--- config.mk ---
export PLATFORM = sky130hd
export DESIGN_NAME = cau_back
export DESIGN_NICKNAME = d
export VERILOG_FILES = /design/src/design/cau_pkg.sv /design/src/design/cau_back.sv
export SDC_FILE = /design/constraint.sdc
export NUM_CORES = 1
export LEC_CHECK = 0
export BUFFER_PORTS_ARGS = -buffer_cell sky130_fd_sc_hd__buf_4
export CAP_MARGIN = 25
export CELL_PAD_IN_SITES_DETAIL_PLACEMENT = 1
export CELL_PAD_IN_SITES_GLOBAL_PLACEMENT = 2
export CORE_AREA = 2 2 207 209
export DETAILED_ROUTE_END_ITERATION = 6
export DIE_AREA = 0 0 209 211
export PLACE_DENSITY_LB_ADDON = 0.1
export SETUP_SLACK_MARGIN = 0.5
export SYNTH_ARGS = -nofsm -noshare
export SYNTH_HDL_FRONTEND = slang
export SYNTH_SLANG_ARGS = --single-unit
--- constraint.sdc ---
create_clock -name clock -period 7 [get_ports clock]
set_input_delay 0.35 -clock clock [delete_from_list [all_inputs] [get_ports clock]]
set_output_delay 0.35 -clock clock [all_outputs]
set_load 0.01 [all_outputs]
--- src/design/cau_pkg.sv ---
// ----------------------------------------------------------------------------
// cau_pkg
// Shared types, codes and helpers for the complex arithmetic unit.
// ----------------------------------------------------------------------------
package cau_pkg;

   // Word format
   localparam int WORD_BITS     = 32;
   localparam int FRAC_BITS_DEF = 16;
   localparam int PROD_BITS     = 2 * WORD_BITS;
   localparam int WIDE_BITS     = 2 * WORD_BITS + 2;
   localparam int REM_BITS      = 2 * WORD_BITS + 1;

   // Saturation bounds, sign-extended to the wide working width
   localparam logic signed [WIDE_BITS-1:0] WIDE_MAX =
      {{(WORD_BITS + 3){1'b0}}, {(WORD_BITS - 1){1'b1}}};
   localparam logic signed [WIDE_BITS-1:0] WIDE_MIN =
      {{(WORD_BITS + 3){1'b1}}, {(WORD_BITS - 1){1'b0}}};

   typedef enum logic [3:0] {
      OP_ADD  = 4'd0,
      OP_SUB  = 4'd1,
      OP_MUL  = 4'd2,
      OP_DIV  = 4'd3,
      OP_NEG  = 4'd4,
      OP_CONJ = 4'd5,
      OP_ABS  = 4'd6,
      OP_EQ   = 4'd7,
      OP_LT   = 4'd8,
      OP_LE   = 4'd9,
      OP_GT   = 4'd10,
      OP_GE   = 4'd11
   } op_type;

   typedef enum logic [1:0] {
      ST_OK   = 2'd0,
      ST_SAT  = 2'd1,
      ST_DIV0 = 2'd2
   } status_type;

   typedef struct packed {
      logic [3:0]                  op;
      logic signed [WORD_BITS-1:0] x_real;
      logic signed [WORD_BITS-1:0] x_imag;
      logic signed [WORD_BITS-1:0] y_real;
      logic signed [WORD_BITS-1:0] y_imag;
   } req_word_type;

   typedef struct packed {
      logic signed [WORD_BITS-1:0] res_real;
      logic signed [WORD_BITS-1:0] res_imag;
      logic                        cmp_true;
      logic [1:0]                  status;
   } rsp_word_type;

   typedef struct packed {
      logic [WORD_BITS-1:0] val;
      logic                 flag;
   } sat_type;

   // State carried through the divide / square-root stages
   typedef struct packed {
      logic [3:0]             op;
      rsp_word_type           pre;
      logic                   neg_re;
      logic                   neg_im;
      logic                   ovf_re;
      logic                   ovf_im;
      logic                   den_zero;
      logic [PROD_BITS-1:0]   den;
      logic [REM_BITS-1:0]    rem_re;
      logic [REM_BITS-1:0]    rem_im;
      logic [WORD_BITS-1:0]   quo_re;
      logic [WORD_BITS-1:0]   quo_im;
      logic [WORD_BITS+1:0]   sq_rem;
      logic [WORD_BITS-1:0]   sq_root;
      logic [PROD_BITS-1:0]   sq_val;
   } iter_type;

   // Clamp a wide signed value into one word
   function automatic sat_type sat_word(input logic signed [WIDE_BITS-1:0] v);
      sat_type r;
      if (v > WIDE_MAX) begin
         r.val  = {1'b0, {(WORD_BITS - 1){1'b1}}};
         r.flag = 1'b1;
      end else if (v < WIDE_MIN) begin
         r.val  = {1'b1, {(WORD_BITS - 1){1'b0}}};
         r.flag = 1'b1;
      end else begin
         r.val  = v[WORD_BITS-1:0];
         r.flag = 1'b0;
      end
      return r;
   endfunction

endpackage

--- src/design/cau_back.sv ---
// ----------------------------------------------------------------------------
// cau_back
// Final stage: quotient sign and saturation, magnitude clamp, output word.
// ----------------------------------------------------------------------------
module cau_back (
   input  logic                  clock,
   input  logic                  stage_en,
   input  cau_pkg::iter_type     iter_word,
   output cau_pkg::rsp_word_type rsp_word
);
   import cau_pkg::*;

   localparam int W = WORD_BITS;
   localparam logic [W-1:0] MAX_POS = {1'b0, {(W - 1){1'b1}}};
   localparam logic [W-1:0] MIN_NEG = {1'b1, {(W - 1){1'b0}}};

   rsp_word_type rsp_in, rsp_ff;

   // Signed quotient from its magnitude, clamped to one word
   function automatic sat_type fix_quot(input logic neg, input logic ovf,
                                        input logic [W-1:0] q);
      sat_type r;
      if (neg) begin
         if (ovf || (q > MIN_NEG)) begin
            r.val  = MIN_NEG;
            r.flag = 1'b1;
         end else begin
            r.val  = -q;
            r.flag = 1'b0;
         end
      end else begin
         if (ovf || q[W-1]) begin
            r.val  = MAX_POS;
            r.flag = 1'b1;
         end else begin
            r.val  = q;
            r.flag = 1'b0;
         end
      end
      return r;
   endfunction

   always_comb begin
      sat_type qr, qi;
      qr     = fix_quot(iter_word.neg_re, iter_word.ovf_re, iter_word.quo_re);
      qi     = fix_quot(iter_word.neg_im, iter_word.ovf_im, iter_word.quo_im);
      rsp_in = iter_word.pre;
      case (op_type'(iter_word.op))
         OP_DIV: begin
            if (iter_word.den_zero) begin
               rsp_in = '0;
               rsp_in.status = ST_DIV0;
            end else begin
               rsp_in.res_real = qr.val;
               rsp_in.res_imag = qi.val;
               rsp_in.cmp_true = 1'b0;
               rsp_in.status   = (qr.flag || qi.flag) ? ST_SAT : ST_OK;
            end
         end
         OP_ABS: begin
            rsp_in.res_real = iter_word.sq_root[W-1] ? MAX_POS : iter_word.sq_root;
            rsp_in.res_imag = '0;
            rsp_in.cmp_true = 1'b0;
            rsp_in.status   = iter_word.sq_root[W-1] ? ST_SAT : ST_OK;
         end
         default: ;
      endcase
   end

   always_ff @(posedge clock) begin
      if (stage_en) rsp_ff <= rsp_in;
   end

   assign rsp_word = rsp_ff;

endmodule

; ---- After elaboration in Yosys (flattened, before gate mapping)
; Cells that the tools add are included.
[word_totals]
output_inout_bits = 67
ff_bits = 67
wordCells = 26
[op_classes]
eq_ne = 2
addsub = 2
order_cmp = 2
reduce_logical = 5
n_mux = 11
[ops]
columns = op, n
row1 = two-way mux 33 bit, 6
row2 = one-hot mux 67 bit (2 select lines), 1
row3 = two-way mux 67 bit, 1
row4 = greater-than comparator 32 bit (second input constant), 2
row5 = negator 32 bit, 2
row6 = two-way mux 31 bit, 1
row7 = logical OR 1 bit, 5
row8 = equality test 4 x 2 -> 1 bit (second input constant), 1
row9 = equality test 4 x 3 -> 1 bit (second input constant), 1
row10 = two-way mux 1 bit, 2

; ---- Depth between registers and ports, before layout
; Gate-level depths: netlist of run 1.
[depth]
word_depth = 8
depth_mapped = 10
mapped_depth_nobuf = 7

; ---- Least setup slack after synthesis of run 1
; No wires, ideal clock.
[synth_path]
kind = input to register
from = input iter_word[162] (netlist name)
to = register rsp_ff, in the netlist rsp_word[63], data pin
n_path_buf = 2
path_stages = 9
setup_slack_ns = 4.494
arrival_ns = 2.337
setup_ns = 0.169
required_ns = 6.831
cell_sequence = inv_1 ha_1 or3b_2 buf_2 or4_4 nor3_4 o21ai_2 buf_6 o31ai_1
[synth_rtl]
columns = item, line
row1 = "start, declared", cau_back.sv:8  ; input cau_pkg::iter_type iter_word,
row2 = "end signal, assigned", cau_back.sv:71  ; if (stage_en) rsp_ff <= rsp_in;
row3 = "end, declared", cau_back.sv:17  ; rsp_word_type rsp_in, rsp_ff;

==> results.yml, run 1 <==
outcome:
  outcome: "completed"
yosys:
  ys.flop_type: "edfxtp_1"
  netlist_top_cells_area: "edfxtp_1 (39%), a21oi_1 (6.0%), nand2_1 (6.0%), o21ai_0 (5.1%), o31ai_1 (3.9%)"
  yosysWarnings: 0
  synth_nets: 1104
  synth_top_area_share_pct: 38.6
  ys_seq_elements: 67
  synth_edf_count: 67
  syn_area_mm2: 0.00522
  ys_types: 57
  yosys.area.top_type: "edfxtp_1"
  syn_area_per_cell_um2: 8.20
  yosysSeqAreaShare_pct: 38.6
  syn_inst: 636
  async_flop_share_pct: 0
timing:
  fin_crit_sh_pct: 44.4
  final.setup.tns_ns: 0
  max_slew.worst_pin.slew_ns: 0.861
  hold_viol: 0
  min_period_ns: 3.11
  slew_headroom_pct: 42.4
  timing.fmax_ghz: 0.322
  setup_ws_ns: 3.89
  setup_violations: 0
  slew_violations: 0
  rsz0062_at_grt: "false"
floorplanning:
  dieArea_mm2: 0.0441
  row_count: 75
  die_w_um: 209
  start_util_pct: 12.5
  ios: 533
  core-area_mm2: 0.0418
  die_h_um: 211
place:
  io_buffers: 240
  hpwl_um: 23100
  place_congestion: 0.722
  pre_cts_slack_ns: 3.29
clock_network:
  cts_made_buffers: 9
  cts_resized: 0
  cts_root_buf: "clkbuf_16"
  path_clk_slew_ns: 0.07
  cts_buffer_depth: 2
  cts_setup_buffers: 0
  postCtsHoldBufs: 0
  h-tree-depth: 3
  cts.sink_count: 67
  tritoncts: "yes"
layout:
  final_cell_mix: "buf_4 (249), nand2_1 (84), edfxtp_1 (67)"
  final_layout_size_suffix_gt1_share_pct: 33.5
  syn2layout_area_growth_pct: 51.8
  regArea_mm2: 0.00201
  layout_commonest_cell: "buf_4"
  multi_input_area_mm2: 0.00299
  fillers: 4908
  largest_reg_flops: 67
  final_nets: 1314
routing:
  vias_per_cell: 4.29
  dr_total_vias: 5969
  drt-pass1-iter-count: 4
  final_antenna_net_count: 0
  initialDrtViolationCount: 244
  remaining_drc_errors: 0
  wl_per_cell_um: 21.8
  wl_um: 30400
critical_path:
  crit_type: "input pin to register"
  required_ns: 7.08
  crit_fanout: 29
  cp.arrival_ns: 3.19
  endpoint_kind: "register"
  startpoint_type: "input pin"
worst_hold_path:
  hold_path.class: "input pin to register"
  hold_path_end: "rsp_word[24]"
  holdPathStages: 3
  hp-start: "iter_word[417]"
power_and_ir_drop:
  p_per_area_mw_per_mm2: 172
  vdd_drop_max_mv: 0.114
  leakagePower_nw: 3.01
global_routing:
  grt.total_usage_pct: 13.8
  antenna_found_initial: 6
  grt_max_degree: 66
  grt_overflow: 0
  grt_pass1_wl_um: 44600
  grt_pass1_vias: 6469
flow_run:
  drv_cap: 0
## layout make-up
class	count	share of cell area, %
flip-flops and latches	67	25.4
clock inverters	7	1.28
well taps	539	8.52
repair buffers	249	23.6
multi-input cells	507	37.7
inverters	12	0.569
clock buffers	9	2.84
diodes	2	0.0632
## critical path, stage by stage
cell and delay (ns):
buf_4 0.12, inv_1 0.07, ha_1 0.21, nor3b_1 0.45, and4_1 0.51, and4_1 0.45, o31ai_4 0.07, buf_4 0.26
o41ai_1 0.69
## routing by layer
layer	up-vias	GRT usage, %	share of wire (%)
li1	2929	-	-
met3	29	5.72	8.8
met2	171	21.3	44
met5	-	0	0.22
met1	2830	17.7	45
met4	10	3.99	1.6
## cells in the mapped netlist, drive strengths merged, types with 14 or more instances
library cell / n
o211ai: 15
nand3: 14
edfxtp: 67
a31oi: 17
nand4: 22
clkbuf: 42
o31ai: 27
nor2: 43
nand2: 84
a21oi: 63
nor4: 18
o21ai: 55
or4: 14
nor3: 26
## stage by stage
step | util, % | cells | instance area [um^2] | power [mW] | hold WS [ns]
3_5_place_dp | 18.2 | 1374 | 7590 | 0.834 | 0.629
5_1_grt | 18.9 | 1390 | 7910 | 1.44 | 0.245
6_report | 19.0 | 1392 | 7920 | 1.36 | 0.254
3_3_place_gp | 18.2 | 1374 | 7590 | 0.835 | 0.631
2_1_floorplan | - | 636 | 5220 | 0.616 | 0.462
4_1_cts | 18.9 | 1390 | 7910 | 1.40 | 0.233
## worst max-delay path by stage
stage | cells after the start | startpoint | slack, ns | endpoint
after floorplan | 9 | iter_word[162] | 4.49 | rsp_word[63]
after global placement | 9 | iter_word[130] | 3.24 | rsp_word[30]
after detailed placement | 9 | iter_word[130] | 3.29 | rsp_word[30]
after CTS | 9 | iter_word[130] | 3.66 | rsp_word[30]
after global routing | 9 | iter_word[130] | 3.60 | rsp_word[30]
final | 9 | iter_word[130] | 3.89 | rsp_word[30]
## power by group
part | internal [mW] | switching (mW)
combinational | 0.146 | 0.175
clock | 0.316 | 0.231
sequential | 0.485 | 0.0106
## kinds of logic after synthesis
family | Yosys count | synth area share [%]
flops | 67 | 38.6
compound gates | 240 | 29.6
mux | 5 | 0.960
fa+ha+maj | 2 | 0.480
buf+inv | 62 | 4.73
simple gates | 260 | 25.7
Power figures use the tool's default switching activity.
==> run 2: changes to the inputs <==
==> constraint.sdc (replaced) <==
create_clock -name clock -period 3.2 [get_ports clock]
set_input_delay 0.16 -clock clock [delete_from_list [all_inputs] [get_ports clock]]
set_output_delay 0.16 -clock clock [all_outputs]
set_load 0.01 [all_outputs]
==> run 2 against run 1 <==
Compared with the run above:
- clock power is 85% higher
- worst hold slack worse by 0.19 ns
- combinational power is 130% higher
- final cell count is 2.0% higher
- design area is 2.5% higher
- count of clock-buffer cells in the layout is 1 higher
- via count is 2.6% higher
- global-route usage is 0.23 points higher
- critical path depth stayed put
- first-iteration DRC count is 9.0% higher
- highest routed layer unchanged
==> results.yml, run 2 (same netlist as run 1, synthesis figures left out) <==
floorplanning:
  ios: 533
  core-area_mm2: 0.0418
  die_w_um: 209
  start_util_pct: 12.5
  dieArea_mm2: 0.0441
  die_h_um: 211
  row_count: 75
critical_path:
  startpoint_type: "input pin"
  path_cells: "buf_4 > inv_1 > ha_1 > or3b_2 > or4_4 > nor3_4 > o21ai_2 > buf_4 > o311ai_0"
  critPathTopFamily: "simple AND/OR/NAND/NOR gates"
  cp_slowest_cell: "or3b_2"
  endpoint_kind: "register"
  path_buf_inv: 3
  crit_type: "input pin to register"
  cp_common_cell: "buf_4"
  max_stage_delay_ns: 0.50
  cp.arrival_ns: 2.51
  crit_fanout: 16
  required_ns: 3.37
global_routing:
  grt_pass1_vias: 6617
  grt_overflow: 0
  antenna_found_initial: 4
  grt_pass1_wl_um: 45300
  grt_max_degree: 54
  grt.total_usage_pct: 14.1
timing:
  slew_headroom_pct: 48.4
  rsz0062_at_grt: "false"
  final.setup.tns_ns: 0
  min_period_ns: 2.34
  fin_crit_sh_pct: 73.1
  hold_viol: 0
  hold_slack_ns: 0.0680
  setup_violations: 0
  timing.fmax_ghz: 0.428
  max_slew.worst_pin.slew_ns: 0.774
  slew_violations: 0
  setup_ws_ns: 0.862
clock_network:
  cts_resized: 0
  cts_buffer_depth: 2
  path_clk_slew_ns: 0.07
  cts_setup_buffers: 0
  postCtsHoldBufs: 0
  h-tree-depth: 3
  cts_root_buf: "clkbuf_16"
  cts_made_buffers: 9
  cts.sink_count: 67
  tritoncts: "yes"
place:
  io_buffers: 240
  place_congestion: 0.729
  post_dp_cell_area_mm2: 0.00781
  pre_cts_slack_ns: 0.448
  hpwl_um: 24300
layout:
  layout_commonest_cell: "buf_4"
  postLayoutCoreUtil_pct: 19.4
  final_layout_size_suffix_gt1_share_pct: 35.5
  final_cell_mix: "buf_4 (273), nand2_1 (84), edfxtp_1 (67)"
  syn2layout_area_growth_pct: 55.5
  fin_area_mm2: 0.00811
  final_nets: 1341
  largest_reg_flops: 67
flow_run:
  drv_cap: 0
outcome:
  outcome: "completed"
worst_hold_path:
  hold_path.class: "input pin to register"
routing:
  dr_total_vias: 6127
  initialDrtViolationCount: 266
  final_antenna_net_count: 0
  remaining_drc_errors: 0
  drt-pass1-iter-count: 4
  wl_um: 31000
  vias_per_cell: 4.31
  wl_per_cell_um: 21.8
power_and_ir_drop:
  leakagePower_nw: 3.14
  vdd_drop_max_mv: 0.219
  p_per_area_mw_per_mm2: 348
run 2: cell types whose count changed in the layout (fill, tap and decap cells not counted), sizes merged:
| cell | before | now |
|---|---|---|
| diode | 2 | 3 |
| inv | 12 | 11 |
| bufinv | 2 | 0 |
| clkinvlp | 0 | 2 |
| clkbuf | 9 | 10 |
| buf | 249 | 276 |
run 2: worst min-delay path, stage by stage:
cell and delay [ns]:
buf_4 0.07, nand2_1 0.04, o31ai_1 0.05
run 2: path summary, 6_finish.rpt:
check,from,end,cells after the start
hold / removal,iter_word[407],rsp_word[14],3
setup / recovery,iter_word[162],rsp_word[47],9
run 2: final cells by class:
| cell class | instances | area, um^2 |
|---|---|---|
| Antenna cell | 3 | 7.51 |
| Clock buffer | 10 | 229 |
| Clock inverter | 6 | 42.5 |
| Fill cell | 4953 | 33600 |
| Inverter | 12 | 45.0 |
| Multi-Input combinational cell | 507 | 2990 |
| Sequential cell | 67 | 2010 |
| Tap cell | 539 | 674 |
| Timing Repair Buffer | 276 | 2120 |
run 2: power by group:
part	switching, mW	internal [mW]	total, mW
logic	0.388	0.336	0.724
registers	0.0251	1.06	1.09
clock network	0.484	0.526	1.01
run 2: metal layers:
metal  global-route usage (%)  routed length [um]  up-vias
met5                        0                  40        -
met4                     3.79                 399        6
met3                     5.01                2600       20
met2                     21.9               13800      189
met1                     18.4               14100     2924
li1                         -                   -     2988
run 2: per-stage QoR:
| stage | power, mW | instances |
|---|---|---|
| after CTS | 2.90 | 1416 |
| final | 2.82 | 1420 |
| after floorplan | 1.35 | 636 |
| after detailed placement | 1.84 | 1400 |
| after global placement | 1.84 | 1400 |
| after global routing | 2.98 | 1417 |
==> run 3: changes to the inputs <==
==> constraint.sdc (replaced) <==
create_clock -name clock -period 2.3 [get_ports clock]
set_input_delay 0.115 -clock clock [delete_from_list [all_inputs] [get_ports clock]]
set_output_delay 0.115 -clock clock [all_outputs]
set_load 0.01 [all_outputs]
==> run 3 against run 2 <==
Compared with the run above:
- design area increased by 8.9%
- critical endpoint is now rsp_word[46]
- largest cell class unchanged
- combinational power increased by 49%
- flip-flop and latch count did not move
- core utilization up 1.7 points
- count of clock-buffer cells in the layout unchanged
- die area is the same
- worst hold slack got worse by 0.042 ns
==> results.yml, run 3 (same netlist as run 1, synthesis figures left out) <==
layout:
  largest_reg_flops: 67
  final_nets: 1397
  syn2layout_area_growth_pct: 69.3
  layout_commonest_cell: "buf_4"
  final_layout_size_suffix_gt1_share_pct: 41.7
  antenna_cells: 0
  final_cells: 1472
  final_cell_mix: "buf_4 (317), nand2_1 (84), edfxtp_1 (67)"
  postLayoutCoreUtil_pct: 21.1
critical_path:
  startpoint_type: "input pin"
  crit_fanout: 19
  critPathCapture: "rsp_word[46]"
  cp-startpoint: "iter_word[163]"
  crit_type: "input pin to register"
  cp.arrival_ns: 2.18
  endpoint_kind: "register"
  required_ns: 2.54
global_routing:
  grt_pass1_vias: 6659
  antenna_found_initial: 1
  grt_max_degree: 39
  grt.total_usage_pct: 13.8
  grt_pass1_wl_um: 44500
  grt_overflow: 0
timing:
  rsz0062_at_grt: "true"
  slew_violations: 0
  max_slew.worst_pin.slew_ns: 0.557
  timing.fmax_ghz: 0.515
  hold_viol: 0
  min_period_ns: 1.94
  slew_headroom_pct: 62.9
  fin_crit_sh_pct: 84.4
  setup_violations: 0
place:
  dp.cells: 1443
  io_buffers: 240
  hpwl_um: 24300
  place_congestion: 0.738
power_and_ir_drop:
  vdd_drop_max_mv: 0.343
  p_per_area_mw_per_mm2: 456
  leakagePower_nw: 3.49
clock_network:
  tritoncts: "yes"
  h-tree-depth: 3
  cts_buffer_depth: 2
  path_clk_slew_ns: 0.06
  cts_root_buf: "clkbuf_16"
  cts.sink_count: 67
  cts_made_buffers: 9
floorplanning:
  die_h_um: 211
  die_w_um: 209
  ios: 533
  start_util_pct: 12.5
  core-area_mm2: 0.0418
  row_count: 75
  dieArea_mm2: 0.0441
outcome:
  outcome: "completed"
worst_hold_path:
  hp-start: "iter_word[405]"
  hold_path.class: "input pin to register"
routing:
  remaining_drc_errors: 0
  wl_um: 30900
  initialDrtViolationCount: 235
  dr_total_vias: 6327
  vias_per_cell: 4.30
  wl_per_cell_um: 21.0
  drt-pass1-iter-count: 4
  final_antenna_net_count: 0
flow_run:
  drv_cap: 0
==> run 3: per-layer routing <==
layer	part of all wire [%]	GRT usage (%)	up-vias
met5	0.042	0	-
met3	7.6	4.94	21
li1	-	-	3091
met4	1.3	3.94	2
met2	45	21.8	194
met1	46	17.8	3019
==> run 3: power breakdown <==
part / total, mW / switching [mW] / internal [mW]
Combinational: 1.08 / 0.559 / 0.521
Clock: 1.44 / 0.616 / 0.820
Sequential: 1.51 / 0.0353 / 1.48
==> run 3: how the worst min path moves through the flow <==
stage | depth (start not counted) | endpoint
floorplan | 0 | rsp_word[0]
global placement | 2 | rsp_word[2]
detailed placement | 3 | rsp_word[16]
CTS | 3 | rsp_word[22]
global route | 3 | rsp_word[28]
finish | 3 | rsp_word[12]
==> run 3: timing repair <==
item                                    CTS  global route
hold buffers                              4             0
cloned                                    0             0
pin swaps                                 8            13
hold endpoints to repair                  4             0
resized for setup                        19            20
endpoints found under the setup margin   31            42
setup buffers                             4             6
==> run 3: critical path: stages <==
cell and delay (ns):
buf_12 0.11, inv_12 0.04, ha_4 0.12, or3b_4 0.38
or4_4 0.57, nor3_4 0.16, o21ai_2 0.10, buf_12 0.18
o31ai_1 0.25, buf_4 0.15
==> run 3: layout make-up <==
class / instances / area (um^2)
Sequential cell: 67 / 2010
Clock inverter: 5 / 45.0
Tap cell: 539 / 674
Timing Repair Buffer: 332 / 2610
Multi-Input combinational cell: 507 / 3190
Clock buffer: 10 / 229
Fill cell: 4924 / 32900
Inverter: 12 / 62.6
==> run 3: metrics by stage <==
step                hold slack (ns)  setup TNS (ns)  total power [mW]  cell area [um^2]  setup slack (ns)
global route                 0.0176               0              4.26              8830             0.286
floorplan                     0.227               0              1.89              5360             0.134
detailed placement            0.396           -1.00              2.61              8280            -0.187
CTS                        0.000322               0              4.13              8690             0.347
global placement              0.395          -0.851              2.61              8280            -0.117
finish                       0.0259               0              4.03              8830             0.358
